==> config.mk <==
export PLATFORM = sky130hd
export DESIGN_NAME = pixel_coverage_seam_stats_unit
export DESIGN_NICKNAME = d
export VERILOG_FILES = /design/src/sv/pcss_pkg.sv /design/src/sv/pixel_coverage_seam_stats_unit.sv /design/src/sv/pcss_seam_cell.sv
export SDC_FILE = /design/constraint.sdc
export NUM_CORES = 2
export LEC_CHECK = 0
export BUFFER_PORTS_ARGS = -buffer_cell sky130_fd_sc_hd__buf_2
export CAP_MARGIN = 20
export CORE_UTILIZATION = 53
export DETAILED_ROUTE_END_ITERATION = 12
export GPL_TIMING_DRIVEN = 1
export PLACE_DENSITY = 0.7
export SLEW_MARGIN = 15
export SYNTH_ARGS = -nofsm -noshare
export SYNTH_HDL_FRONTEND = slang
export SYNTH_HIERARCHICAL = 1
export SYNTH_SLANG_ARGS = --single-unit
==> constraint.sdc <==
create_clock -name clk -period 11.7 [get_ports clk]
set_input_delay 0.585 -clock clk [delete_from_list [all_inputs] [get_ports clk]]
set_output_delay 0.585 -clock clk [all_outputs]
set_load 0.02 [all_outputs]
==> src/sv/pcss_pkg.sv <==
// ----------------------------------------------------------------------------
// pcss_pkg: shared types and codes for the pixel coverage and seam stats unit
// Beat payloads, the seam cell control and accumulator structs, and the codes
// for opcodes, classes, record kinds and configuration indexes.
// ----------------------------------------------------------------------------
package pcss_pkg;

  // opcodes
  localparam logic OP_LOAD  = 1'b0;
  localparam logic OP_PIXEL = 1'b1;

  // diagnostic classes
  localparam logic [7:0] CLASS_OK    = 8'd1;
  localparam logic [7:0] CLASS_MULTI = 8'd4;
  localparam logic [7:0] CLASS_SYNTH = 8'd7;

  // record kinds
  localparam logic REC_TOTALS = 1'b0;
  localparam logic REC_SEAM   = 1'b1;

  // configuration register indexes
  localparam logic [1:0] CFG_FRAME_WIDTH    = 2'd0;
  localparam logic [1:0] CFG_FRAME_HEIGHT   = 2'd1;
  localparam logic [1:0] CFG_DARK_THRESHOLD = 2'd2;
  localparam logic [1:0] CFG_SEAM_COUNT     = 2'd3;

  localparam logic [12:0] RST_FRAME_WIDTH    = 13'd4096;
  localparam logic [12:0] RST_FRAME_HEIGHT   = 13'd4096;
  localparam logic [8:0]  RST_DARK_THRESHOLD = 9'd40;
  localparam logic [4:0]  RST_SEAM_COUNT     = 5'd0;

  typedef struct packed {
    logic        opcode;
    logic [3:0]  seam_slot;
    logic [11:0] seam_column;
    logic [7:0]  pixel_value;
    logic [7:0]  pixel_class;
  } pcss_in_t;

  typedef struct packed {
    logic        record_kind;
    logic [24:0] covered_count;
    logic [24:0] multi_count;
    logic [24:0] dark_count;
    logic [24:0] synth_count;
    logic [25:0] baseline_sum;
    logic [17:0] baseline_pairs;
    logic [3:0]  seam_index;
    logic [19:0] seam_sum;
    logic [12:0] seam_pairs;
    logic        seam_enough;
    logic        last;
  } pcss_out_t;

  // one seam cell's accumulators
  typedef struct packed {
    logic [20:0] sum;
    logic [12:0] pairs;
  } pcss_acc_t;

  // broadcast to every seam cell
  typedef struct packed {
    logic        evt_valid;  // covered pair whose left column fits 12 bits
    logic [11:0] col;        // left column of the pair
    logic [7:0]  diff;       // absolute intensity difference
    logic        shift;      // take the right neighbor's accumulators
    logic        clr;        // zero the accumulators
  } pcss_cell_ctl_t;

endpackage

==> src/sv/pixel_coverage_seam_stats_unit.sv <==
// ----------------------------------------------------------------------------
// pixel_coverage_seam_stats_unit: frame coverage and seam difference stats
// Counts covered, multi, dark and synthetic pixels of a raster stream, sums
// neighbor differences at baseline and loaded seam columns, and reports at
// frame end.
// ----------------------------------------------------------------------------
// Pixels and seam loads are taken one beat per cycle. The pixel that closes a
// frame emits a totals record and, with n seam slots in use, n seam records
// follow one per cycle as the output drains; the input stalls while they are
// issued and the seam cell chain shifts its accumulators to the head, and
// the chain clears as the last record leaves. A closing pixel also stalls
// while a record of the previous report still waits at the output.
// ----------------------------------------------------------------------------
module pixel_coverage_seam_stats_unit #(
  parameter int MAX_SEAMS   = 16,
  parameter int MAX_WIDTH   = 4096,
  parameter int MAX_HEIGHT  = 4096,
  parameter int BASE_STRIDE = 97
) (
  input  logic                clk,
  input  logic                rst_n,
  input  logic                in_valid,
  output logic                in_stall,
  input  pcss_pkg::pcss_in_t  in_data,
  output logic                out_valid,
  input  logic                out_stall,
  output pcss_pkg::pcss_out_t out_data,
  input  logic                cfg_we,
  input  logic [1:0]          cfg_index,
  input  logic [12:0]         cfg_data
);
  import pcss_pkg::*;

  localparam int PW = $clog2(MAX_WIDTH);
  localparam int WW = $clog2(MAX_WIDTH + 1);
  localparam int RW = $clog2(MAX_HEIGHT);
  localparam int HW = $clog2(MAX_HEIGHT + 1);
  localparam int SW = $clog2(BASE_STRIDE);
  localparam int CW = $clog2(MAX_SEAMS + 1);
  localparam int NW = (CW > 5) ? CW : 5;

  // configuration
  logic [12:0] cfg_width_r;
  logic [12:0] cfg_height_r;
  logic [8:0]  cfg_thr_r;
  logic [4:0]  cfg_seams_r;

  always_ff @(posedge clk) begin
    if (!rst_n) begin
      cfg_width_r  <= RST_FRAME_WIDTH;
      cfg_height_r <= RST_FRAME_HEIGHT;
      cfg_thr_r    <= RST_DARK_THRESHOLD;
      cfg_seams_r  <= RST_SEAM_COUNT;
    end else if (cfg_we) begin
      unique case (cfg_index)
        CFG_FRAME_WIDTH:    cfg_width_r  <= cfg_data;
        CFG_FRAME_HEIGHT:   cfg_height_r <= cfg_data;
        CFG_DARK_THRESHOLD: cfg_thr_r    <= cfg_data[8:0];
        CFG_SEAM_COUNT:     cfg_seams_r  <= cfg_data[4:0];
        default: ;
      endcase
    end
  end

  logic [WW-1:0] w_eff;
  logic [HW-1:0] h_eff;
  logic [NW-1:0] n_eff;

  always_comb begin
    if (cfg_width_r < 13'd2) begin
      w_eff = WW'(2);
    end else if (32'(cfg_width_r) > MAX_WIDTH) begin
      w_eff = WW'(MAX_WIDTH);
    end else begin
      w_eff = WW'(cfg_width_r);
    end
    if (cfg_height_r < 13'd1) begin
      h_eff = HW'(1);
    end else if (32'(cfg_height_r) > MAX_HEIGHT) begin
      h_eff = HW'(MAX_HEIGHT);
    end else begin
      h_eff = HW'(cfg_height_r);
    end
    if (32'(cfg_seams_r) > MAX_SEAMS) begin
      n_eff = NW'(MAX_SEAMS);
    end else begin
      n_eff = NW'(cfg_seams_r);
    end
  end

  // frame state
  logic [PW-1:0] col_r;
  logic [RW-1:0] row_r;
  logic [SW-1:0] phase_r;
  logic [7:0]    prev_val_r;
  logic [7:0]    prev_cls_r;
  logic [24:0]   cov_r, multi_r, dark_r, synth_r;
  logic [25:0]   bl_sum_r;
  logic [17:0]   base_cnt_r;
  logic [24:0]   cov_nxt, multi_nxt, dark_nxt, synth_nxt;
  logic [25:0]   bl_sum_nxt;
  logic [17:0]   base_cnt_nxt;
  logic [26:0]   bl_sum_ext;

  logic          out_valid_r;
  pcss_out_t     out_data_r;
  logic          rpt_r;
  logic [NW-1:0] rpt_idx_r;
  logic          rpt_last;
  logic          out_free;

  logic          end_of_row, end_of_frame;
  logic          in_acc, pix, load;
  logic          cur_cov, prev_cov;
  logic [7:0]    diff;
  logic          pair, base_hit;
  logic [PW-1:0] xm1;
  logic [SW-1:0] phase_nxt;

  assign end_of_row   = (32'(col_r) + 32'd1) >= 32'(w_eff);
  assign end_of_frame = end_of_row && ((32'(row_r) + 32'd1) >= 32'(h_eff));

  // hold every beat during the seam readout, and a closing pixel while the output still carries a record
  assign in_stall = rpt_r || (out_valid_r && end_of_frame);
  assign in_acc   = in_valid && !in_stall;
  assign pix      = in_acc && (in_data.opcode == OP_PIXEL);
  assign load     = in_acc && (in_data.opcode == OP_LOAD);

  assign cur_cov  = (in_data.pixel_class == CLASS_OK) || (in_data.pixel_class == CLASS_MULTI);
  assign prev_cov = (prev_cls_r == CLASS_OK) || (prev_cls_r == CLASS_MULTI);
  assign diff     = (in_data.pixel_value >= prev_val_r) ? in_data.pixel_value - prev_val_r
                                                        : prev_val_r - in_data.pixel_value;
  assign pair     = pix && (col_r != '0) && cur_cov && prev_cov;
  assign base_hit = pair && (32'(col_r) >= 32'd2) && (phase_r == '0);
  assign xm1      = col_r - PW'(1);

  always_comb begin
    if (32'(col_r) <= 32'd1) begin
      phase_nxt = '0;
    end else if ((32'(phase_r) + 32'd1) >= BASE_STRIDE) begin
      phase_nxt = '0;
    end else begin
      phase_nxt = phase_r + SW'(1);
    end
  end

  assign bl_sum_ext = {1'b0, bl_sum_r} + {19'd0, diff};

  always_comb begin
    cov_nxt      = cov_r;
    multi_nxt    = multi_r;
    dark_nxt     = dark_r;
    synth_nxt    = synth_r;
    bl_sum_nxt   = bl_sum_r;
    base_cnt_nxt = base_cnt_r;
    if (pix) begin
      if (in_data.pixel_class == CLASS_SYNTH) begin
        synth_nxt = (&synth_r) ? synth_r : synth_r + 25'd1;
      end else if (cur_cov) begin
        cov_nxt = (&cov_r) ? cov_r : cov_r + 25'd1;
        if (in_data.pixel_class == CLASS_MULTI) begin
          multi_nxt = (&multi_r) ? multi_r : multi_r + 25'd1;
        end
        if ({1'b0, in_data.pixel_value} < cfg_thr_r) begin
          dark_nxt = (&dark_r) ? dark_r : dark_r + 25'd1;
        end
      end
    end
    if (base_hit) begin
      bl_sum_nxt   = bl_sum_ext[26] ? {26{1'b1}} : bl_sum_ext[25:0];
      base_cnt_nxt = (&base_cnt_r) ? base_cnt_r : base_cnt_r + 18'd1;
    end
  end

  always_ff @(posedge clk) begin
    if (!rst_n) begin
      col_r      <= '0;
      row_r      <= '0;
      phase_r    <= '0;
      prev_val_r <= '0;
      prev_cls_r <= '0;
      cov_r      <= '0;
      multi_r    <= '0;
      dark_r     <= '0;
      synth_r    <= '0;
      bl_sum_r   <= '0;
      base_cnt_r <= '0;
    end else if (pix) begin
      if (end_of_frame) begin
        // clear the frame; totals leave through the output register
        col_r      <= '0;
        row_r      <= '0;
        phase_r    <= '0;
        prev_val_r <= '0;
        prev_cls_r <= '0;
        cov_r      <= '0;
        multi_r    <= '0;
        dark_r     <= '0;
        synth_r    <= '0;
        bl_sum_r   <= '0;
        base_cnt_r <= '0;
      end else begin
        phase_r    <= phase_nxt;
        prev_val_r <= in_data.pixel_value;
        prev_cls_r <= in_data.pixel_class;
        cov_r      <= cov_nxt;
        multi_r    <= multi_nxt;
        dark_r     <= dark_nxt;
        synth_r    <= synth_nxt;
        bl_sum_r   <= bl_sum_nxt;
        base_cnt_r <= base_cnt_nxt;
        if (end_of_row) begin
          col_r <= '0;
          row_r <= row_r + RW'(1);
        end else begin
          col_r <= col_r + PW'(1);
        end
      end
    end
  end

  // seam cell chain
  pcss_cell_ctl_t cell_ctl;
  pcss_acc_t      acc [MAX_SEAMS];

  assign out_free = !out_valid_r || !out_stall;
  assign rpt_last = (rpt_idx_r + NW'(1)) == n_eff;

  always_comb begin
    cell_ctl.evt_valid = pair && (32'(xm1) < 32'd4096);
    cell_ctl.col       = 12'(xm1);
    cell_ctl.diff      = diff;
    cell_ctl.shift     = rpt_r && out_free && !rpt_last;
    cell_ctl.clr       = (rpt_r && out_free && rpt_last) ||
                         (pix && end_of_frame && (n_eff == '0));
  end

  for (genvar k = 0; k < MAX_SEAMS; k++) begin : g_cell
    pcss_acc_t nbr;
    if (k == MAX_SEAMS - 1) begin : g_tail
      assign nbr = '0;
    end else begin : g_link
      assign nbr = acc[k + 1];
    end
    pcss_seam_cell u_cell (
      .clk       (clk),
      .rst_n     (rst_n),
      .ctl       (cell_ctl),
      .en        (NW'(k) < n_eff),
      .col_we    (load && (32'(in_data.seam_slot) == k)),
      .col_wdata (in_data.seam_column),
      .nbr_acc   (nbr),
      .acc       (acc[k])
    );
  end

  // report sequencing
  always_ff @(posedge clk) begin
    if (!rst_n) begin
      out_valid_r <= 1'b0;
      rpt_r       <= 1'b0;
      rpt_idx_r   <= '0;
    end else if (pix && end_of_frame) begin
      out_valid_r <= 1'b1;
      rpt_r       <= (n_eff != '0);
      rpt_idx_r   <= '0;
    end else if (rpt_r && out_free) begin
      out_valid_r <= 1'b1;
      rpt_idx_r   <= rpt_idx_r + NW'(1);
      if (rpt_last) begin
        rpt_r <= 1'b0;
      end
    end else if (!out_stall) begin
      out_valid_r <= 1'b0;
    end
  end

  pcss_out_t tot_rec, seam_rec;

  always_comb begin
    tot_rec                = '0;
    tot_rec.record_kind    = REC_TOTALS;
    tot_rec.covered_count  = cov_nxt;
    tot_rec.multi_count    = multi_nxt;
    tot_rec.dark_count     = dark_nxt;
    tot_rec.synth_count    = synth_nxt;
    tot_rec.baseline_sum   = bl_sum_nxt;
    tot_rec.baseline_pairs = base_cnt_nxt;
    tot_rec.last           = (n_eff == '0);

    seam_rec               = '0;
    seam_rec.record_kind   = REC_SEAM;
    seam_rec.seam_index    = 4'(rpt_idx_r);
    seam_rec.seam_sum      = acc[0].sum[19:0];
    seam_rec.seam_pairs    = acc[0].pairs;
    seam_rec.seam_enough   = 32'(acc[0].pairs) >= 32'(h_eff >> 3);
    seam_rec.last          = rpt_last;
  end

  always_ff @(posedge clk) begin
    if (pix && end_of_frame) begin
      out_data_r <= tot_rec;
    end else if (rpt_r && out_free) begin
      out_data_r <= seam_rec;
    end
  end

  assign out_valid = out_valid_r;
  assign out_data  = out_data_r;

endmodule

==> src/sv/pcss_seam_cell.sv <==
// ----------------------------------------------------------------------------
// pcss_seam_cell: one seam slot of the cell chain
// Holds a seam column with its difference sum and pair count. Accumulates on
// a matching pair, and shifts its accumulators toward the chain head during
// the end-of-frame readout.
// ----------------------------------------------------------------------------
module pcss_seam_cell (
  input  logic                    clk,
  input  logic                    rst_n,
  input  pcss_pkg::pcss_cell_ctl_t ctl,
  input  logic                    en,
  input  logic                    col_we,
  input  logic [11:0]             col_wdata,
  input  pcss_pkg::pcss_acc_t     nbr_acc,
  output pcss_pkg::pcss_acc_t     acc
);
  import pcss_pkg::*;

  logic [11:0] column_r;
  pcss_acc_t   acc_r;
  pcss_acc_t   acc_nxt;
  logic        hit;
  logic [21:0] sum_ext;

  assign hit     = ctl.evt_valid && en && (column_r == ctl.col);
  assign sum_ext = {1'b0, acc_r.sum} + {14'd0, ctl.diff};

  always_comb begin
    acc_nxt = acc_r;
    priority if (ctl.clr) begin
      acc_nxt = '0;
    end else if (ctl.shift) begin
      acc_nxt = nbr_acc;
    end else if (hit) begin
      acc_nxt.sum   = sum_ext[21] ? {21{1'b1}} : sum_ext[20:0];
      acc_nxt.pairs = (&acc_r.pairs) ? acc_r.pairs : acc_r.pairs + 13'd1;
    end
  end

  always_ff @(posedge clk) begin
    if (!rst_n) begin
      acc_r <= '0;
    end else begin
      acc_r <= acc_nxt;
    end
  end

  // column survives frame clears; no reset
  always_ff @(posedge clk) begin
    if (col_we) begin
      column_r <= col_wdata;
    end
  end

  assign acc = acc_r;

endmodule
# After elaboration in Yosys (flattened, before gate mapping)
# Cells that the tools add are included.
dict set report word_totals {
  reg_bits 1158
  output_inout_bits 186
}
dict set report op_classes {
  add_sub_neg 48
  n_lt_le_gt_ge 29
  n_eq_ne 56
  mux 111
  bitwise_logic 3
  reduce_logical 142
}
# cell count
set ops {}
lappend ops {{$mux W34} 30}
lappend ops {{$mux W25} 21}
lappend ops {{$mux W183} 2}
lappend ops {{$add A21 B8 Y22} 16}
lappend ops {{$mux W21} 16}
lappend ops {{$mux W13} 19}
lappend ops {{$add A13 B1 Y13 const B} 16}
lappend ops {{$reduce_and A13 Y1} 16}
lappend ops {{$eq A12 B12 Y1} 16}
lappend ops {{$add A25 B1 Y25 const B} 4}
lappend ops {{$reduce_and A25 Y1} 4}
lappend ops {{$mux W26} 3}
lappend ops {{$logic_and A1 B1 Y1} 63}
lappend ops {{$mux W18} 3}
lappend ops {{$mux W12} 4}
lappend ops {{$reduce_and A2 Y1} 22}
lappend ops {{$lt A4 B5 Y1 const A} 8}
lappend ops {{$reduce_bool A2 Y1} 18}
lappend ops {{$eq A4 B4 Y1 const B} 8}
lappend ops {{$ne A2 B2 Y1 const B} 15}
lappend ops {{$add A26 B8 Y27} 1}
lappend ops {{$add A12 B1 Y13 const B} 2}
lappend ops {{$ge A13 B13 Y1} 2}
lappend ops {{$gt A13 B13 Y1 const B} 2}
lappend ops {{other kinds (44)} 78}

# Logic depth before layout (Yosys ltp)
dict set report depth {
  ltp_word 17
  depth_mapped 23
  depth_no_buf 20
}

# Modules after synthesis
# The synthesis kept the hierarchy.
# mod instances cells_per_inst area_each_um2 seq_area_each_um2
set by_module_without_submodules {}
lappend by_module_without_submodules {{pcss_seam_cell at g_cell[11].u_cell ...} 12 296 2700.1 1041.0}
lappend by_module_without_submodules {pixel_coverage_seam_stats_unit 1 2607 22326.4 9899.5}
lappend by_module_without_submodules {{pcss_seam_cell at g_cell[0].u_cell ...} 3 293 2755.1 1041.0}
lappend by_module_without_submodules {{pcss_seam_cell at g_cell[10].u_cell} 1 326 2815.2 1041.0}

# Worst setup path before layout
# Ideal clock, no wire load.
dict set report synth_timing {
  path_kind {register to register}
  startpoint {register row_r[0]}
  endpoint {register out_data_r (netlist bit out_data[0]) (enable)}
  setup_time_ns 1.220
  arrival_time_ns 5.995
  path_slack_ns 4.485
  path_stages_with_launch 18
  path_buffers 4
  synth_period_minus_slack_ns 7.215
  path_cell_list {dfxtp_1 ha_1 and3_1 and3_1 clkbuf_1 nand3_1 xnor2_1 ha_1 a21o_1 a21o_1 a221oi_1 o21ai_1 o21a_1 clkbuf_1 nand2_1 clkbuf_1 clkbuf_1 nand2_1}
}
dict set report synth_between {
  elab_chain_cells 10
}
# item line_no
set synth_lines {}
lappend synth_lines {{start, declared} pixel_coverage_seam_stats_unit.sv:93} ;# logic [RW-1:0] row_r;
lappend synth_lines {{start signal, assigned} pixel_coverage_seam_stats_unit.sv:214} ;# row_r <= row_r + RW'(1);
lappend synth_lines {{$add A12 B1 Y13 (*)} pixel_coverage_seam_stats_unit.sv:121} ;# assign end_of_frame = end_of_row && ((32'(row_r) + 32'd1) >= 32'(h_eff));
lappend synth_lines {{$ge A13 B13 Y1 (*)} pixel_coverage_seam_stats_unit.sv:121}
lappend synth_lines {{$logic_and A1 B1 Y1 (*)} pixel_coverage_seam_stats_unit.sv:121}
lappend synth_lines {{$logic_and A1 B1 Y1} pixel_coverage_seam_stats_unit.sv:124} ;# assign in_stall = rpt_r || (out_valid_r && end_of_frame);
lappend synth_lines {{$logic_or A1 B1 Y1} pixel_coverage_seam_stats_unit.sv:124}
lappend synth_lines {{$logic_not A1 Y1} pixel_coverage_seam_stats_unit.sv:125} ;# assign in_acc = in_valid && !in_stall;
lappend synth_lines {{$logic_and A1 B1 Y1} pixel_coverage_seam_stats_unit.sv:125}
lappend synth_lines {{$logic_and A1 B1 Y1} pixel_coverage_seam_stats_unit.sv:126} ;# assign pix = in_acc && (in_data.opcode == OP_PIXEL);
lappend synth_lines {{$logic_and A1 B1 Y1 (*)} pixel_coverage_seam_stats_unit.sv:301} ;# if (pix && end_of_frame) begin
lappend synth_lines {{$reduce_bool A2 Y1 (no source line) (*)} -}
lappend synth_lines {{end signal, assigned} pixel_coverage_seam_stats_unit.sv:302} ;# out_data_r <= tot_rec;
lappend synth_lines {{end signal, assigned} pixel_coverage_seam_stats_unit.sv:304} ;# out_data_r <= seam_rec;
lappend synth_lines {{end, declared} pixel_coverage_seam_stats_unit.sv:106} ;# pcss_out_t out_data_r;
# Mark *: on every way between the ends. The rest lies on a longest branch, timed or not.
# A chain may end at the register's enable or synchronous reset.

# Final worst setup path
dict set report layout_timing {
  startpoint {register col_r[1]}
  endpoint {register out_data_r (netlist bit out_data[126]) (enable)}
}
dict set report layout_between {
  elab_chain_cells 10
}
# item line_no
set layout_lines {}
lappend layout_lines {{start, declared} pixel_coverage_seam_stats_unit.sv:92} ;# logic [PW-1:0] col_r;
lappend layout_lines {{start signal, assigned} pixel_coverage_seam_stats_unit.sv:216} ;# col_r <= col_r + PW'(1);
lappend layout_lines {{$add A12 B1 Y13 (*)} pixel_coverage_seam_stats_unit.sv:120} ;# assign end_of_row = (32'(col_r) + 32'd1) >= 32'(w_eff);
lappend layout_lines {{$ge A13 B13 Y1 (*)} pixel_coverage_seam_stats_unit.sv:120}
lappend layout_lines {{$logic_and A1 B1 Y1 (*)} pixel_coverage_seam_stats_unit.sv:121}
lappend layout_lines {{$logic_and A1 B1 Y1} pixel_coverage_seam_stats_unit.sv:124}
lappend layout_lines {{$logic_or A1 B1 Y1} pixel_coverage_seam_stats_unit.sv:124}
lappend layout_lines {{$logic_not A1 Y1} pixel_coverage_seam_stats_unit.sv:125}
lappend layout_lines {{$logic_and A1 B1 Y1} pixel_coverage_seam_stats_unit.sv:125}
lappend layout_lines {{$logic_and A1 B1 Y1} pixel_coverage_seam_stats_unit.sv:126}
lappend layout_lines {{$logic_and A1 B1 Y1 (*)} pixel_coverage_seam_stats_unit.sv:301}
lappend layout_lines {{$reduce_bool A2 Y1 (no source line) (*)} -}
# Marks and branches as above.

==> results.tsv <==
metric	value	unit
status	completed	
initial_core_util	53.7	%
fp-row-count	128	
endpoint_kind	flop	
cts_sinks	1158	
switching_share	25.1	%
p_seq_share	44.4	%
syn_avg_cell_area	8.94	sq um
path_clk_slew	0.06	ns
power.density	129	mW/mm^2
root_buffer	clkbuf_16	
synth_edf_count	337	
drt_wl_total	186	mm
drive_above_1_share	10.5	%
slew_viol_final	0	
portBuffers	238	
p_clk_share	45.9	%
synth_cells	7364	
p_comb_share	9.7	%
synth.cell_area	0.0658	sq mm
synth_cell_types	97	
synthToLayoutAreaGrowth	10.7	%
clkLatencyLatePin	0.78	ns
drtIter0Drc	5428	
clock_path_buffers	3	
final_nets	7704	
fin_crit_sh	55.2	%
worstMarginPinSlew	1.17	ns
grt_pass1_vias	54688	
dpl.cell_count	8896	
wl_per_cell	20.3	microns
grt_max_degree	118	
fin_area	0.0728	sq mm
dr_total_vias	57961	
static-leakage-power	24.6	nW
startpoint_type	flop	
worst_ep_arrival_time	6.85	ns
fin_ws	5.24	ns
place_ws	5.18	ns
cts_buffers	134	
ir_drop	0.158	mV
grt_pass1_wl	295	mm
total_switching_power	0.00235	W
die_h	354	microns
r2r_slack	5.24	ns
cp.required	12.09	ns
synth_flop_cell	dfxtp_1	
post_cts_buffers	0	
yosys_warnings	6	
die_x	354	microns
fillCellCount	10648	
setup_viol	0	
cap_viol_max_count	0	
min_period	6.46	ns
hold_viol	0	
setup_tns	0	ns
tritoncts	yes	
rsz0062_at_grt	false	
coreArea	0.123	sq mm
die_area	0.126	sq mm
ys_seq_area_share	40.4	%
gp_congestion	0.956	
fin_skew	0.0370	ns
synth-seq-cells	1158	
post-route-drc-count	0	
hpwl	128	mm
worstPathMaxFanout	81	
pin_count	239	
grt_antenna_before_repair	11	
ys_async_sr_fraction	0	%
fin_cells	9152	
hold_buffers	0	
cts_resized	0	
grt_usage	28.7	%
min_path_type	input pin to flop	
internal_power	0.00701	W
post_dp_cell_area	0.0683	sq mm
ant_nets	0	
viasPerCell	6.33	
drt_pass1_iterations	6	
h-tree-depth	4	
critical_path_class	flop to flop	
relSlewSlack	22.0	%
max_freq	155	MHz
overflow	0	
-- final timing paths --
check                                        end         start  depth (start not counted)
worst max-delay path               out_data[126]      col_r[1]                         14
worst min-delay path            cfg_height_r[10]  cfg_data[10]                          3
worst max register to register     out_data[126]      col_r[1]                         14
worst min register to register      out_data[29]  out_data[29]                          2
-- worst max-delay path: stages, from the launching register on --
cell     delay, ns
dfxtp_1       0.43
ha_1          0.30
nand2_1       0.08
nor2_1        0.28
nand3_1       0.25
nor2_1        0.20
xor2_1        0.10
ha_1          0.32
nand4_1       0.13
o31ai_1       0.91
o21a_2        0.22
buf_4         0.47
nand2_4       0.51
nand2_4       0.83
buf_4         0.87
-- per-stage QoR --
stage | hold WS, ns | util [%] | total power (W)
6_report | 0.102 | 59.4 | 0.00936
4_1_cts | 0.0525 | 59.4 | 0.00940
5_1_grt | 0.0839 | 59.4 | 0.00966
3_3_place_gp | 0.434 | 55.7 | 0.00510
2_1_floorplan | 0.426 | - | 0.00484
3_5_place_dp | 0.446 | 55.7 | 0.00512
-- layout by cell type, fill, tap and decap left out, types with 69 or more instances in the layout --
master / instances
dfxtp_1: 821
nor2_1: 403
nand4_1: 232
a21o_1: 109
buf_2: 237
nor3_1: 183
inv_1: 202
a211oi_1: 77
o21a_1: 84
a21oi_1: 624
o21ai_0: 623
and4_1: 98
xor2_1: 115
nand3_1: 253
nand2_1: 479
nor3_2: 69
o221ai_1: 82
a31oi_1: 163
buf_4: 94
and3_1: 194
ha_1: 225
clkbuf_16: 141
edfxtp_1: 337
xnor2_1: 484
and2_1: 77
-- synth_stat cells, types with 41 or more instances --
cell type | number | area (sq um)
a211oi_1 | 77 | 578
a21o_1 | 109 | 818
a21oi_1 | 625 | 3130
a31oi_1 | 163 | 1020
a41o_1 | 42 | 420
and2_1 | 77 | 482
and3_1 | 194 | 1210
and4_1 | 98 | 858
buf_2 | 58 | 290
clkbuf_1 | 355 | 1330
dfxtp_1 | 821 | 16400
edfxtp_1 | 337 | 10100
ha_1 | 225 | 2820
inv_1 | 203 | 762
mux2i_1 | 41 | 410
nand2_1 | 483 | 1810
nand2b_1 | 64 | 400
nand3_1 | 254 | 1270
nand4_1 | 232 | 1450
nor2_1 | 408 | 1530
nor3_1 | 186 | 931
nor3_2 | 66 | 661
nor4_1 | 65 | 407
nor4_2 | 55 | 688
o211ai_1 | 51 | 383
o21a_1 | 85 | 638
o21ai_0 | 624 | 3120
o221ai_1 | 82 | 718
o31a_1 | 54 | 473
or3_1 | 46 | 288
xnor2_1 | 492 | 4310
xor2_1 | 123 | 1080
-- per-layer routing --
metal	GRT usage [%]	vias up	routed length, microns
met3	4.52	347	13800
met2	45.5	2049	84600
met1	39.6	27957	82200
li1	-	27604	-
met5	0	-	22
met4	9.77	4	5190
-- flip-flops by register name (all words and copies together), names as in the netlist, 9 cells and up --
name                    count
cov_r                      25
bl_sum_r                   26
cfg_width_r                13
g_cell.u_cell/column_r    192
out_data                  184
multi_r                    25
base_cnt_r                 18
g_cell.u_cell/acc         544
cfg_thr_r                   9
dark_r                     25
cfg_height_r               13
synth_r                    25
row_r                      12
col_r                      12
-- power by group through the flow --
stage	sequential [W]	clock, W	combinational (W)
2_1_floorplan	0.00424	0	0.000594
3_3_place_gp	0.00424	0	0.000857
3_5_place_dp	0.00424	0	0.000880
4_1_cts	0.00416	0.00436	0.000888
5_1_grt	0.00416	0.00452	0.000976
6_report	0.00416	0.00430	0.000904
-- logic make-up after synthesis --
logic type	after synthesis	synth area share, %
fa+ha+maj	244	4.86
flops	1158	40.4
other cells	1	0.00570
buf+inv	663	3.99
mux	45	0.692
compound gates	2205	21.2
simple gates	2433	20.8
xor+xnor	615	8.19
-- final cells by class --
type,count,area (sq um),area share (%)
Inverter,203,763,1.05
Tap cell,1625,2030,2.79
Sequential cell,1158,26600,36.5
Clock inverter,52,576,0.790
Timing Repair Buffer,334,1940,2.67
Clock buffer,195,3930,5.40
Antenna cell,9,22.5,0.0309
Multi-Input combinational cell,5576,37000,50.8
No activity file was read; power rests on OpenSTA's default activity.
